$ cat config.mk
export PLATFORM = sky130hd
export DESIGN_NAME = tls_client_hello_sni_extractor_core
export DESIGN_NICKNAME = d
export VERILOG_FILES = /design/src/rtl/tlssni_pkg.sv /design/src/rtl/tlssni_parse.sv /design/src/rtl/tlssni_ofifo.sv /design/src/rtl/tls_client_hello_sni_extractor_core.sv
export SDC_FILE = /design/constraint.sdc
export NUM_CORES = 1
export LEC_CHECK = 0
export BUFFER_PORTS_ARGS = -buffer_cell sky130_fd_sc_hd__buf_2
export CORE_ASPECT_RATIO = 0.7
export CORE_MARGIN = 8
export CORE_UTILIZATION = 40
export DETAILED_ROUTE_END_ITERATION = 8
export GPL_TIMING_DRIVEN = 0
export PLACE_DENSITY = 0.6
export SLEW_MARGIN = 40
export SYNTH_ARGS = -nofsm -noshare
export SYNTH_HDL_FRONTEND = slang
export SYNTH_SLANG_ARGS = --single-unit
export TNS_END_PERCENT = 50
$ cat constraint.sdc
create_clock -name clk_i -period 6.61 [get_ports clk_i]
set_input_delay 1.983 -clock clk_i [delete_from_list [all_inputs] [get_ports clk_i]]
set_output_delay 1.983 -clock clk_i [all_outputs]
set_load 0.02 [all_outputs]
$ cat src/rtl/tlssni_pkg.sv
package tlssni_pkg;

  // Status codes carried by the final word of a record.
  localparam logic [3:0] ST_OK          = 4'd0;
  localparam logic [3:0] ST_SHORT       = 4'd1;
  localparam logic [3:0] ST_BAD_TYPE    = 4'd2;
  localparam logic [3:0] ST_REC_VERSION = 4'd3;
  localparam logic [3:0] ST_NOT_HELLO   = 4'd4;
  localparam logic [3:0] ST_HS_LENGTH   = 4'd5;
  localparam logic [3:0] ST_HS_VERSION  = 4'd6;
  localparam logic [3:0] ST_OVERFLOW    = 4'd7;
  localparam logic [3:0] ST_NO_NAME     = 4'd8;
  localparam logic [3:0] ST_MISMATCH    = 4'd9;

  localparam logic [23:0] CT_HANDSHAKE    = 24'h000016;
  localparam logic [23:0] HS_CLIENT_HELLO = 24'h000001;
  localparam logic [23:0] VER_TLS10       = 24'h000301;
  localparam logic [23:0] VER_TLS11       = 24'h000302;
  localparam logic [23:0] VER_TLS12       = 24'h000303;
  localparam logic [16:0] SHORT_LIMIT     = 17'd43;
  localparam logic [16:0] POS_MAX         = 17'h1FFFF;

  localparam int unsigned QDepth = 4;
  localparam int unsigned QAw    = $clog2(QDepth);

  typedef struct packed {
    logic        item_kind;
    logic [7:0]  name_byte;
    logic [3:0]  status_code;
    logic [15:0] name_length;
    logic        end_of_record;
  } res_t;

  // Words handed from the parser to the output queue in one cycle.
  typedef struct packed {
    logic push_a;
    logic push_b;
  } push_t;

endpackage

$ cat src/rtl/tlssni_parse.sv
module tlssni_parse import tlssni_pkg::*; (
  input  logic       clk_i,
  input  logic       rst_ni,
  input  logic       in_valid_i,
  output logic       in_ready_o,
  input  logic [7:0] in_byte_i,
  input  logic       in_last_i,
  input  logic       room_i,
  output push_t      push_o,
  output res_t       res_a_o,
  output res_t       res_b_o
);

  typedef enum logic [4:0] {
    PH_TYPE, PH_RVER, PH_RLEN, PH_HTYPE, PH_HLEN, PH_HVER, PH_RANDOM,
    PH_SESSLEN, PH_SESS, PH_CIPHLEN, PH_CIPH, PH_COMPLEN, PH_COMP,
    PH_EXTSLEN, PH_EXTTYPE, PH_EXTLEN, PH_SNILIST, PH_SNILEN, PH_NAME,
    PH_EXTSKIP, PH_DONE
  } phase_e;

  typedef struct packed {
    phase_e      ph;
    logic        go;
    logic [15:0] skip;
    logic [3:0]  fail;
  } nxt_t;

  function automatic nxt_t start(phase_e ph, logic [15:0] n);
    nxt_t r;
    r.ph = ph; r.go = 1'b1; r.skip = n; r.fail = ST_OK;
    return r;
  endfunction

  function automatic nxt_t stop(logic [3:0] code);
    nxt_t r;
    r.ph = PH_DONE; r.go = 1'b0; r.skip = '0; r.fail = code;
    return r;
  endfunction

  function automatic nxt_t loop_top(logic rem_le4);
    nxt_t r;
    if (rem_le4) r = stop(ST_OK);
    else         r = start(PH_EXTTYPE, 16'd2);
    return r;
  endfunction

  function automatic nxt_t skip_done(phase_e ph, logic rem_lt2, logic rem_le4);
    nxt_t r;
    unique case (ph)
      PH_RANDOM:  r = start(PH_SESSLEN, 16'd1);
      PH_SESS:    r = rem_lt2 ? stop(ST_OVERFLOW) : start(PH_CIPHLEN, 16'd2);
      PH_CIPH:    r = start(PH_COMPLEN, 16'd1);
      PH_COMP:    r = rem_lt2 ? stop(ST_OVERFLOW) : start(PH_EXTSLEN, 16'd2);
      PH_EXTSKIP: r = loop_top(rem_le4);
      default:    r = stop(ST_OK);
    endcase
    return r;
  endfunction

  function automatic nxt_t start_skip(phase_e ph, logic [23:0] n, logic rem_lt2,
                                      logic rem_le4);
    nxt_t r;
    if (n == '0) r = skip_done(ph, rem_lt2, rem_le4);
    else         r = start(ph, n[15:0]);
    return r;
  endfunction

  function automatic logic good_version(logic [23:0] v);
    return (v == VER_TLS10) || (v == VER_TLS11) || (v == VER_TLS12);
  endfunction

  logic        in_valid_q, in_last_q;
  logic [7:0]  in_byte_q;
  logic        advance;

  phase_e      ph_q, ph_d;
  logic [16:0] pos_q, pos_d;
  logic [15:0] rec_q, rec_d;
  logic [23:0] acc_q, acc_d;
  logic [15:0] skip_q, skip_d;
  logic [15:0] ext_q, ext_d;
  logic [15:0] found_q, found_d;
  logic        name_found_q, name_found_d;
  logic [3:0]  err_q, err_d;

  logic [23:0]        acc_n;
  logic signed [24:0] rem, v_s;
  logic               rem_lt2, rem_le4;
  logic [15:0]        skip_dec;
  logic               emit_name;
  logic [3:0]         st;
  nxt_t               nx;
  res_t               name_res, stat_res;

  assign advance    = in_valid_q && room_i;
  assign in_ready_o = !in_valid_q || room_i;

  always_ff @(posedge clk_i or negedge rst_ni) begin
    if (!rst_ni) begin
      in_valid_q <= 1'b0;
    end else if (in_ready_o) begin
      in_valid_q <= in_valid_i;
    end
  end

  always_ff @(posedge clk_i) begin
    if (in_ready_o && in_valid_i) begin
      in_byte_q <= in_byte_i;
      in_last_q <= in_last_i;
    end
  end

  always_comb begin
    pos_d    = (pos_q == POS_MAX) ? pos_q : pos_q + 17'd1;
    acc_n    = {acc_q[15:0], in_byte_q};
    rem      = $signed({8'b0, rec_q, 1'b0} >> 1) + 25'sd5 - $signed({8'b0, pos_d});
    v_s      = $signed({1'b0, acc_n});
    rem_lt2  = rem < 25'sd2;
    rem_le4  = rem <= 25'sd4;
    skip_dec = (skip_q == '0) ? '0 : skip_q - 16'd1;

    ph_d         = ph_q;
    acc_d        = acc_q;
    skip_d       = skip_q;
    rec_d        = rec_q;
    ext_d        = ext_q;
    found_d      = found_q;
    name_found_d = name_found_q;
    err_d        = err_q;
    emit_name    = 1'b0;
    nx           = stop(ST_OK);

    if (ph_q != PH_DONE) begin
      emit_name = (ph_q == PH_NAME);
      acc_d     = acc_n;
      skip_d    = skip_dec;
      if (skip_dec == '0) begin
        unique case (ph_q)
          PH_TYPE:
            nx = (acc_n != CT_HANDSHAKE) ? stop(ST_BAD_TYPE) : start(PH_RVER, 16'd2);
          PH_RVER:
            nx = !good_version(acc_n) ? stop(ST_REC_VERSION) : start(PH_RLEN, 16'd2);
          PH_RLEN: begin
            rec_d = acc_n[15:0];
            nx    = start(PH_HTYPE, 16'd1);
          end
          PH_HTYPE:
            nx = (acc_n != HS_CLIENT_HELLO) ? stop(ST_NOT_HELLO) : start(PH_HLEN, 16'd3);
          PH_HLEN:
            nx = (({1'b0, acc_n} + 25'd4) != {9'b0, rec_q}) ? stop(ST_HS_LENGTH)
                                                            : start(PH_HVER, 16'd2);
          PH_HVER:
            nx = !good_version(acc_n) ? stop(ST_HS_VERSION) : start(PH_RANDOM, 16'd32);
          PH_SESSLEN:
            nx = (v_s >= rem) ? stop(ST_OVERFLOW)
                              : start_skip(PH_SESS, acc_n, rem_lt2, rem_le4);
          PH_CIPHLEN:
            nx = (v_s >= rem) ? stop(ST_OVERFLOW)
                              : start_skip(PH_CIPH, acc_n, rem_lt2, rem_le4);
          PH_COMPLEN:
            nx = (v_s >= rem) ? stop(ST_OVERFLOW)
                              : start_skip(PH_COMP, acc_n, rem_lt2, rem_le4);
          PH_EXTSLEN:
            nx = (v_s > rem) ? stop(ST_OVERFLOW) : loop_top(rem_le4);
          PH_EXTTYPE: begin
            ext_d = acc_n[15:0];
            nx    = start(PH_EXTLEN, 16'd2);
          end
          PH_EXTLEN: begin
            if (v_s > rem) begin
              nx = stop(ST_OVERFLOW);
            end else if (ext_q == '0) begin
              if (acc_n < 24'd5) begin
                nx = stop(ST_OVERFLOW);
              end else begin
                // Upper bound for the host name length inside this extension.
                found_d = acc_n[15:0] - 16'd5;
                nx      = start(PH_SNILIST, 16'd3);
              end
            end else begin
              nx = start_skip(PH_EXTSKIP, acc_n, rem_lt2, rem_le4);
            end
          end
          PH_SNILIST:
            nx = start(PH_SNILEN, 16'd2);
          PH_SNILEN: begin
            if (acc_n > {8'b0, found_q}) begin
              nx = stop(ST_OVERFLOW);
            end else begin
              found_d      = acc_n[15:0];
              name_found_d = 1'b1;
              nx = (acc_n == '0) ? stop(ST_OK) : start(PH_NAME, acc_n[15:0]);
            end
          end
          default:
            nx = skip_done(ph_q, rem_lt2, rem_le4);
        endcase
        ph_d = nx.ph;
        if (nx.go) begin
          skip_d = nx.skip;
          acc_d  = '0;
        end
        if (nx.fail != ST_OK && err_q == ST_OK) begin
          err_d = nx.fail;
        end
      end
    end

    if (pos_d <= SHORT_LIMIT) begin
      st = ST_SHORT;
    end else if (err_d == ST_BAD_TYPE || err_d == ST_REC_VERSION) begin
      st = err_d;
    end else if (pos_d != ({1'b0, rec_d} + 17'd5)) begin
      st = ST_MISMATCH;
    end else if (err_d != ST_OK) begin
      st = err_d;
    end else if (name_found_d) begin
      st = ST_OK;
    end else begin
      st = ST_NO_NAME;
    end

    name_res.item_kind     = 1'b0;
    name_res.name_byte     = in_byte_q;
    name_res.status_code   = ST_OK;
    name_res.name_length   = '0;
    name_res.end_of_record = 1'b0;

    stat_res.item_kind     = 1'b1;
    stat_res.name_byte     = '0;
    stat_res.status_code   = st;
    stat_res.name_length   = (st == ST_OK) ? found_d : '0;
    stat_res.end_of_record = 1'b1;

    res_a_o       = emit_name ? name_res : stat_res;
    res_b_o       = stat_res;
    push_o.push_a = advance && (emit_name || in_last_q);
    push_o.push_b = advance && emit_name && in_last_q;
  end

  always_ff @(posedge clk_i or negedge rst_ni) begin
    if (!rst_ni) begin
      ph_q         <= PH_TYPE;
      pos_q        <= '0;
      rec_q        <= '0;
      acc_q        <= '0;
      skip_q       <= 16'd1;
      ext_q        <= '0;
      found_q      <= '0;
      name_found_q <= 1'b0;
      err_q        <= ST_OK;
    end else if (advance) begin
      if (in_last_q) begin
        // The record is closed; start over for the next one.
        ph_q         <= PH_TYPE;
        pos_q        <= '0;
        rec_q        <= '0;
        acc_q        <= '0;
        skip_q       <= 16'd1;
        ext_q        <= '0;
        found_q      <= '0;
        name_found_q <= 1'b0;
        err_q        <= ST_OK;
      end else begin
        ph_q         <= ph_d;
        pos_q        <= pos_d;
        rec_q        <= rec_d;
        acc_q        <= acc_d;
        skip_q       <= skip_d;
        ext_q        <= ext_d;
        found_q      <= found_d;
        name_found_q <= name_found_d;
        err_q        <= err_d;
      end
    end
  end

endmodule

$ cat src/rtl/tlssni_ofifo.sv
module tlssni_ofifo import tlssni_pkg::*; (
  input  logic  clk_i,
  input  logic  rst_ni,
  input  push_t push_i,
  input  res_t  res_a_i,
  input  res_t  res_b_i,
  output logic  room_o,
  output logic  out_valid_o,
  input  logic  out_ready_i,
  output res_t  out_res_o
);

  localparam logic [QAw:0] Depth = (QAw + 1)'(QDepth);

  res_t           mem_q [QDepth];
  logic [QAw-1:0] wr_ptr_q, rd_ptr_q;
  logic [QAw:0]   count_q;
  logic           pop;
  logic [QAw:0]   n_push;

  assign pop         = out_valid_o && out_ready_i;
  assign out_valid_o = (count_q != '0);
  assign out_res_o   = mem_q[rd_ptr_q];
  // Leave space for the two words a single byte can produce.
  assign room_o      = count_q <= (Depth - (QAw + 1)'(2));
  assign n_push      = (QAw + 1)'(push_i.push_a) + (QAw + 1)'(push_i.push_b);

  always_ff @(posedge clk_i or negedge rst_ni) begin
    if (!rst_ni) begin
      wr_ptr_q <= '0;
      rd_ptr_q <= '0;
      count_q  <= '0;
    end else begin
      wr_ptr_q <= wr_ptr_q + n_push[QAw-1:0];
      if (pop) begin
        rd_ptr_q <= rd_ptr_q + 1'b1;
      end
      count_q <= count_q + n_push - (QAw + 1)'(pop);
    end
  end

  always_ff @(posedge clk_i) begin
    if (push_i.push_a) begin
      mem_q[wr_ptr_q] <= res_a_i;
    end
    if (push_i.push_b) begin
      mem_q[wr_ptr_q + 1'b1] <= res_b_i;
    end
  end

endmodule

$ cat src/rtl/tls_client_hello_sni_extractor_core.sv
// Server name extraction from a TLS ClientHello record.
// The slave channel takes the record one byte per word, tlast on its final
// byte. The master channel returns the name bytes of the first server-name
// extension as they pass (tuser 0), then one status word on the final byte
// (tuser 1, tlast 1) with a status code and the name length. A non-zero
// status means the name bytes already sent must be discarded.
// An accepted byte passes through the input register, then the parser writes
// its word into the output queue. One byte is taken per cycle while the
// output queue has room; the last byte of a record ending in a name byte
// yields two words, and the four-entry output queue absorbs that.
// When the receiver stalls, the queue fills and tready drops once fewer than
// two entries are free; no word is lost or repeated.
// Reset clears the parser to expect a new record and empties the queue.
module tls_client_hello_sni_extractor_core import tlssni_pkg::*; (
  input  logic        clk_i,
  input  logic        rst_ni,
  input  logic        s_axis_tvalid,
  output logic        s_axis_tready,
  input  logic [7:0]  s_axis_tdata,  // [7:0] data_byte
  input  logic        s_axis_tlast,
  output logic        m_axis_tvalid,
  input  logic        m_axis_tready,
  output logic [31:0] m_axis_tdata,  // [7:0] name_byte, [11:8] status_code,
                                     // [27:12] name_length, [31:28] zero
  output logic        m_axis_tuser,  // item_kind
  output logic        m_axis_tlast
);

  push_t push;
  res_t  res_a, res_b, out_res;
  logic  room;

  tlssni_parse u_parse (
    .clk_i      (clk_i),
    .rst_ni     (rst_ni),
    .in_valid_i (s_axis_tvalid),
    .in_ready_o (s_axis_tready),
    .in_byte_i  (s_axis_tdata),
    .in_last_i  (s_axis_tlast),
    .room_i     (room),
    .push_o     (push),
    .res_a_o    (res_a),
    .res_b_o    (res_b)
  );

  tlssni_ofifo u_ofifo (
    .clk_i       (clk_i),
    .rst_ni      (rst_ni),
    .push_i      (push),
    .res_a_i     (res_a),
    .res_b_i     (res_b),
    .room_o      (room),
    .out_valid_o (m_axis_tvalid),
    .out_ready_i (m_axis_tready),
    .out_res_o   (out_res)
  );

  assign m_axis_tdata = {4'b0, out_res.name_length, out_res.status_code, out_res.name_byte};
  assign m_axis_tuser = out_res.item_kind;
  assign m_axis_tlast = out_res.end_of_record;

endmodule
==> results.cfg, run 1 <==
[critical_path]
critPathKind = reg -> reg
path_max_fanout = 7
startpoint_type = register
cpPeakStageDelay_ns = 0.45
arrival_ns = 7.27
reg2regPathDepth = 32
critical_path.most_common_cell = buf_6
reg2reg_from = u_parse.pos_q[5]
cp-end-kind = register
r2r_slack_ns = -0.39
cp_slowest_cell = a2111o_1
required_ns = 6.88
r2r-end = u_ofifo.mem_q[1][6]

[floorplan]
die_h_um = 187.7
die-width_um = 261.3
rows = 63
dieArea_sq_um = 49050
ioPinCount = 49
initial_core_util = 0.4018
core-area_sq_um = 41940

[yosys]
synth_seq_cells = 240
synth.distinct_cells = 94
netlist_area_sq_um = 16850
synth_warnings = 0
synth_edf_count = 89
synth_seq_area_share = 0.3722
ys.flop_type = dfrtp_1
syn_avg_cell_area_sq_um = 8.911
async_reset_ff_frac = 0.4792
synth_cells = 1891

[timing]
fin_skew_ns = 0.01322
finalHoldViolations = 0
worst_slew_pin_slew_ns = 0.9359
post-route-period-util = 1.058
grt_setup_unrepaired = true
setup_slack_ns = -0.3851
relSlewSlack = 0.3738
tns_ns = -22.18
max_freq_mhz = 143.0
setup_viol = 84
report.final.slew_viol_count = 0
fin_crit_ns = 6.995

[route]
vias = 16260
drc = 0
first_iter_violations = 1783
viasPerCell = 6.234
wl_mm = 62.95
routedWlPerCell_um = 24.14
drt_pass1_iterations = 8
ant_nets = 0

[placed_design]
hpwl_mm = 45.63
gp_congestion = 0.9598
numPortBuffers = 44
place_inst = 2494
placed_area_sq_um = 17960

[finish]
fin_nets = 2124
drive_gt1_frac = 0.1975
diodes = 0
areaGrowthSynthToFinish_pct = 19.59
final_area_sq_um = 20150
stdcell_count = 2608

[global_routing]
gr-usage-all-layers = 0.2471
overflow = 0
grt_pass1_vias = 15060
grt_max_degree = 69
grt_antenna_before_repair = 0
grt_pass1_wl_mm = 94.45

[clock_network]
clockBufferDepth = 3
clock_latency_ns = 0.55
clkTransAtPathRegs_ns = 0.06
numCtsBuffers = 25
cts-root-buf = clkbuf_16
cts_htree_levels = 1
cts_tree = done
clkSinkCount = 240

[hold_path]
hold_end = u_ofifo.mem_q[2][0]
hold_path.class = reg -> reg
whs_path_depth = 2
min_from = u_ofifo.mem_q[2][0]

[power_and_ir_drop]
powerDensity_nw_per_um2 = 421.2
ir_drop_mv = 0.2732
p_leak_uw = 0.007602

[outcome]
outcome = finished with violations
violations = negative setup slack

[job]
max_cap_viol_count = 0
==> through the flow <==
stage                     hold WS [ns]  setup WS, ns  total power (uW)    util
after floorplan                 0.4185     0.0008185              4860       -
after global placement          0.4311        -1.378              6259  0.4246
after detailed placement        0.4351        -1.449              6333  0.4283
after CTS                       0.4453      -0.03262              8074  0.4673
after global routing            0.4573       -0.5692              8886  0.4805
final                           0.4446       -0.3851              8487  0.4805
==> cells in the final DEF, fill, tap and decap left out, drive strengths merged, types with 9 or more instances in the layout <==
cell type / instances
nand2: 223
nor2: 186
buf: 152
a21oi: 120
clkbuf: 119
dfrtp: 114
o21ai: 111
edfxtp: 89
ha: 72
xnor2: 68
inv: 66
nor3: 57
nand3: 51
a22o: 36
dfxtp: 36
nand4: 31
xor2: 30
mux4: 29
o31ai: 29
mux2i: 28
nand2b: 28
and3: 26
nor4: 25
a21o: 22
nor2b: 22
o22ai: 20
and2: 19
a31oi: 14
or3: 14
a22oi: 14
o211ai: 13
o21a: 12
a211oi: 12
mux2: 11
and4: 11
nand3b: 11
a31o: 9
==> per-layer routing <==
layer	vias to the layer above	track usage	share of wire
met1	7991	0.3879	0.47
met5	-	0	0
met2	903	0.3370	0.40
met3	94	0.06190	0.11
li1	7269	-	-
met4	0	0.04207	0.018
==> layout make-up <==
cell class              instances  area, sq um
fillers                      3981        21780
multi-input cells            1472        10570
flip-flops and latches        240         6282
repair buffers                128        987.2
clock buffers                  36        716.9
well taps                     552        690.7
plain buffers                 107        554.3
inverters                      63        236.5
clock inverters                10        115.1
==> critical path, delay by kind of cell, from the launching register on <==
kind,cells,cell delay (ns)
buf+inv,5,0.83
compound gates,9,2.32
fa+ha+maj,2,0.51
xor+xnor,2,0.24
flops,1,0.44
simple gates,14,2.36
==> flip-flops by register name, summed over array words and instances, names as in the netlist <==
signal	count
u_parse.skip_q	16
u_parse.in_last_q	1
u_ofifo.count_q	3
u_parse.name_found_q	1
u_ofifo.rd_ptr_q	2
u_parse.rec_q	16
u_ofifo.wr_ptr_q	2
u_parse.ph_q	5
u_parse.in_valid_q	1
u_parse.found_q	16
u_ofifo.mem_q	116
u_parse.ext_q	16
u_parse.acc_q	16
u_parse.err_q	4
u_parse.pos_q	17
u_parse.in_byte_q	8
==> timing repair <==
| item | 4_1_cts | 5_1_grt |
|---|---|---|
| cloned | 1 | 2 |
| setup buffers | 58 | 17 |
| setup endpoints to repair | 136 | 129 |
| pin swaps | 31 | 28 |
| hold buffers | 0 | 0 |
| resized for setup | 83 | 90 |
==> Yosys cell counts, types with 6 or more instances <==
library cell | instances | share of area
and2_1 | 19 | 0.0071
a211oi_1 | 10 | 0.0045
dfrtp_1 | 114 | 0.17
clkbuf_1 | 92 | 0.020
o31a_1 | 7 | 0.0036
buf_2 | 7 | 0.0021
a22o_1 | 36 | 0.019
nand3_1 | 51 | 0.015
o31ai_1 | 29 | 0.013
o21a_1 | 12 | 0.0053
nor3_1 | 56 | 0.017
xor2_1 | 30 | 0.016
a31o_2 | 9 | 0.0047
o21ai_0 | 105 | 0.031
nand4_1 | 31 | 0.012
dfxtp_1 | 36 | 0.043
nor2b_1 | 22 | 0.0082
a21o_1 | 22 | 0.0098
nand3b_1 | 7 | 0.0031
inv_1 | 63 | 0.014
a21oi_1 | 120 | 0.036
mux2_2 | 11 | 0.0074
ha_1 | 72 | 0.053
o22ai_1 | 20 | 0.0074
mux4_2 | 29 | 0.039
o2111ai_1 | 6 | 0.0031
nand2b_1 | 28 | 0.010
buf_6 | 8 | 0.0053
nor2_1 | 186 | 0.041
a2bb2oi_1 | 7 | 0.0036
and4_1 | 10 | 0.0052
or2_2 | 8 | 0.0030
nor4_1 | 25 | 0.0093
or3_1 | 14 | 0.0052
o21ai_1 | 6 | 0.0018
edfxtp_1 | 89 | 0.16
nand2_1 | 223 | 0.050
buf_1 | 6 | 0.0013
xnor2_1 | 67 | 0.035
mux2i_1 | 28 | 0.017
and3_1 | 26 | 0.0097
o211ai_1 | 12 | 0.0053
a22oi_1 | 14 | 0.0062
a31oi_1 | 14 | 0.0052
==> cells by family after synthesis <==
group,count (synthesis),synth area share
adder cells (fa/ha/maj),75,0.05643
multiplexers,68,0.06275
buffers and inverters,182,0.04671
XOR/XNOR,98,0.05138
AO/OA/AOI/OAI,489,0.1931
flip-flops,240,0.3722
other,1,0.0002226
AND/OR/NAND/NOR,738,0.2172
==> worst max path at each step <==
stage / end / slack, ns / startpoint
6_report: u_ofifo.mem_q[1][6] / -0.39 / u_parse.pos_q[5]
5_1_grt: u_ofifo.mem_q[0][6] / -0.57 / u_parse.pos_q[1]
4_1_cts: u_ofifo.mem_q[3][9] / -0.03 / u_parse.pos_q[10]
3_5_place_dp: u_ofifo.mem_q[3][7] / -1.45 / u_parse.pos_q[4]
3_3_place_gp: u_parse.skip_q[2] / -1.38 / u_parse.pos_q[4]
2_1_floorplan: u_ofifo.mem_q[0][13] / 0.0008 / u_parse.pos_q[4]
==> report_power, final <==
group          switching [uW]  internal, uW
Clock                     631           838
Sequential                284          1810
Combinational            3180          1750
Power figures use the tool's default switching activity.
==> run 2, diff against run 1 <==
--- a/config.mk
+++ b/config.mk
@@ -9,9 +9,10 @@
 export CORE_ASPECT_RATIO = 0.7
 export CORE_MARGIN = 8
 export CORE_UTILIZATION = 40
+export CTS_BUF_LIST = sky130_fd_sc_hd__clkbuf_4 sky130_fd_sc_hd__clkbuf_8
 export DETAILED_ROUTE_END_ITERATION = 8
 export GPL_TIMING_DRIVEN = 0
-export PLACE_DENSITY = 0.6
+export PLACE_DENSITY = 0.58
 export SLEW_MARGIN = 40
 export SYNTH_ARGS = -nofsm -noshare
 export SYNTH_HDL_FRONTEND = slang
==> constraint.sdc (replaced) <==
create_clock -name clk_i -period 6.5 [get_ports clk_i]
set_input_delay 1.95 -clock clk_i [delete_from_list [all_inputs] [get_ports clk_i]]
set_output_delay 1.95 -clock clk_i [all_outputs]
set_load 0.02 [all_outputs]
==> results.cfg, run 2 (same netlist as run 1, synthesis figures left out) <==
[outcome]
outcome = finished with violations
violations = negative setup slack

[global_routing]
grt_pass1_wl_mm = 94.60
overflow = 0
grt_antenna_before_repair = 0
grt_pass1_vias = 15420
grt_max_degree = 70
gr-usage-all-layers = 0.2478

[clock_network]
numCtsBuffers = 39
clkSinkCount = 240
cts_tree = done
cts_htree_levels = 2
clockBufferDepth = 3
clock_latency_ns = 0.59
clkTransAtPathRegs_ns = 0.07
cts-root-buf = clkbuf_8
cts_hold_buf = 0

[critical_path]
critPathKind = reg -> reg
cp_slowest_cell = a2111o_1
path_max_fanout = 5
arrival_ns = 7.16
r2r_slack_ns = -0.35
path_delay_family = simple AND/OR/NAND/NOR gates
reg2reg_from = u_parse.pos_q[7]
cpPeakStageDelay_ns = 0.47
cp-end-kind = register
crit_buf_inv = 4
required_ns = 6.81
r2r-end = u_ofifo.mem_q[0][17]
startpoint_type = register
reg2regPathDepth = 32

[power_and_ir_drop]
switching_share = 0.4820
p_total_uw = 8640
p_switching_uw = 4165
p_comb_frac = 0.576
p_leak_uw = 0.007668
ir_drop_mv = 0.2528
powerDensity_nw_per_um2 = 423.3
p_int_uw = 4475
seqPwrFrac = 0.247
p_clk_frac = 0.177

[floorplan]
dieArea_sq_um = 49050
die_h_um = 187.7
initial_core_util = 0.4018
ioPinCount = 49
die-width_um = 261.3
core-area_sq_um = 41940
rows = 63

[finish]
drive_gt1_frac = 0.2225
fin_nets = 2141
regArea_sq_um = 6287
largest_reg_flops = 116
multi_input_area_sq_um = 10730
diodes = 0
final_cell_mix = nand2_1, nor2_1, a21oi_1
nFillCells = 3933
top_regs = u_ofifo.mem_q: 116 flops, u_parse.pos_q: 17 flops
layout.cells.most_common = nand2_1
finalCoreUtilization = 0.4867
areaGrowthSynthToFinish_pct = 21.13
top_register = u_ofifo.mem_q
stdcell_count = 2637

[hold_path]
hold_path.class = reg -> reg
min_from = u_ofifo.mem_q[3][0]
hold_end = u_ofifo.mem_q[3][0]
whs_path_depth = 2

[placed_design]
place_inst = 2495
gp_congestion = 1.034
numPortBuffers = 44
hpwl_mm = 45.72

[timing]
fin_skew_ns = 0.02319
post-route-period-util = 1.054
report.final.slew_viol_count = 0
holdWs_ns = 0.4414
finalHoldViolations = 0
setup_viol = 92
grt_setup_unrepaired = true
worst_slew_pin_slew_ns = 0.9683
fin_crit_ns = 6.850
relSlewSlack = 0.3545
tns_ns = -24.47
setup_slack_ns = -0.3503
max_freq_mhz = 146.0

[route]
routedWlPerCell_um = 23.76
drc = 0
ant_nets = 0
viasPerCell = 6.192
first_iter_violations = 1930
vias = 16330
wl_mm = 62.66
drt_pass1_iterations = 5

[job]
max_cap_viol_count = 0
==> run 2: changes by cell type in the layout (fill, tap and decap cells not counted), moves of 3 or more <==
cell / before / now
buf_4: 74 / 77
clkbuf_1: 79 / 72
clkbuf_16: 27 / 1
clkbuf_4: 2 / 20
clkbuf_8: 5 / 46
dfrtp_1: 106 / 102
dfrtp_2: 8 / 12
nor2_1: 159 / 142
nor2_2: 21 / 10
nor2_4: 6 / 34
==> run 2: power by group through the flow <==
stage          registers [uW]  logic, uW  clock network [uW]
3_5_place_dp             2140       4310                   0
6_report                 2130       4980                1530
5_1_grt                  2150       5280                1620
3_3_place_gp             2140       4250                   0
2_1_floorplan            2010       2940                   0
4_1_cts                  2110       4610                1550
==> run 2: how the worst max path moves through the flow <==
| stage | slack (ns) | cells after the start | to | startpoint |
|---|---|---|---|---|
| after global routing | -0.53 | 30 | u_ofifo.mem_q[3][10] | u_parse.pos_q[4] |
| after global placement | -1.45 | 29 | u_parse.skip_q[2] | u_parse.pos_q[0] |
| after floorplan | 0.01 | 32 | u_ofifo.mem_q[0][13] | u_parse.pos_q[4] |
| final | -0.35 | 32 | u_ofifo.mem_q[0][17] | u_parse.pos_q[7] |
| after detailed placement | -1.41 | 30 | u_ofifo.mem_q[2][4] | u_parse.pos_q[0] |
| after CTS | -0.26 | 31 | u_ofifo.mem_q[3][11] | u_parse.pos_q[1] |
==> run 2: final cells by class <==
class,count,area share
plain buffers,106,0.02710
clock buffers,63,0.03697
clock inverters,9,0.006866
inverters,63,0.01159
multi-input cells,1472,0.5258
flip-flops and latches,240,0.3081
well taps,552,0.03384
repair buffers,132,0.04978
==> run 2: worst register-to-register path: cells and delay by family, from the launching register on <==
| family | cells | cell delay (ns) |
|---|---|---|
| xor gates and xnor gates | 2 | 0.34 |
| buffers and inverters | 4 | 0.62 |
| DFF | 1 | 0.44 |
| adders and majority gates | 2 | 0.53 |
| and+or+nand+nor | 14 | 2.34 |
| AOI/OAI and AO/OA | 10 | 2.32 |
==> run 2: metrics by stage <==
| step | setup slack [ns] | instance area [sq um] |
|---|---|---|
| final | -0.3503 | 20410 |
| after global placement | -1.450 | 17820 |
| after CTS | -0.2554 | 19800 |
| after global routing | -0.5340 | 20410 |
| after floorplan | 0.01490 | 16910 |
| after detailed placement | -1.411 | 17980 |
==> run 2: timing repair <==
action | CTS | global route
setup endpoints to repair | 136 | 134
buffers inserted | 54 | 28
pin swaps | 46 | 46
hold endpoints to repair | 0 | 0
gates resized for setup | 116 | 110
cloned | 2 | 1
==> run 2: metal layers <==
layer	up-vias	part of all wire	wire length, um	track usage
met5	-	0	0	0
met3	124	0.12	7478	0.06875
met2	893	0.40	25150	0.3399
li1	7297	-	-	-
met1	8013	0.46	28760	0.3799
met4	0	0.020	1270	0.05065
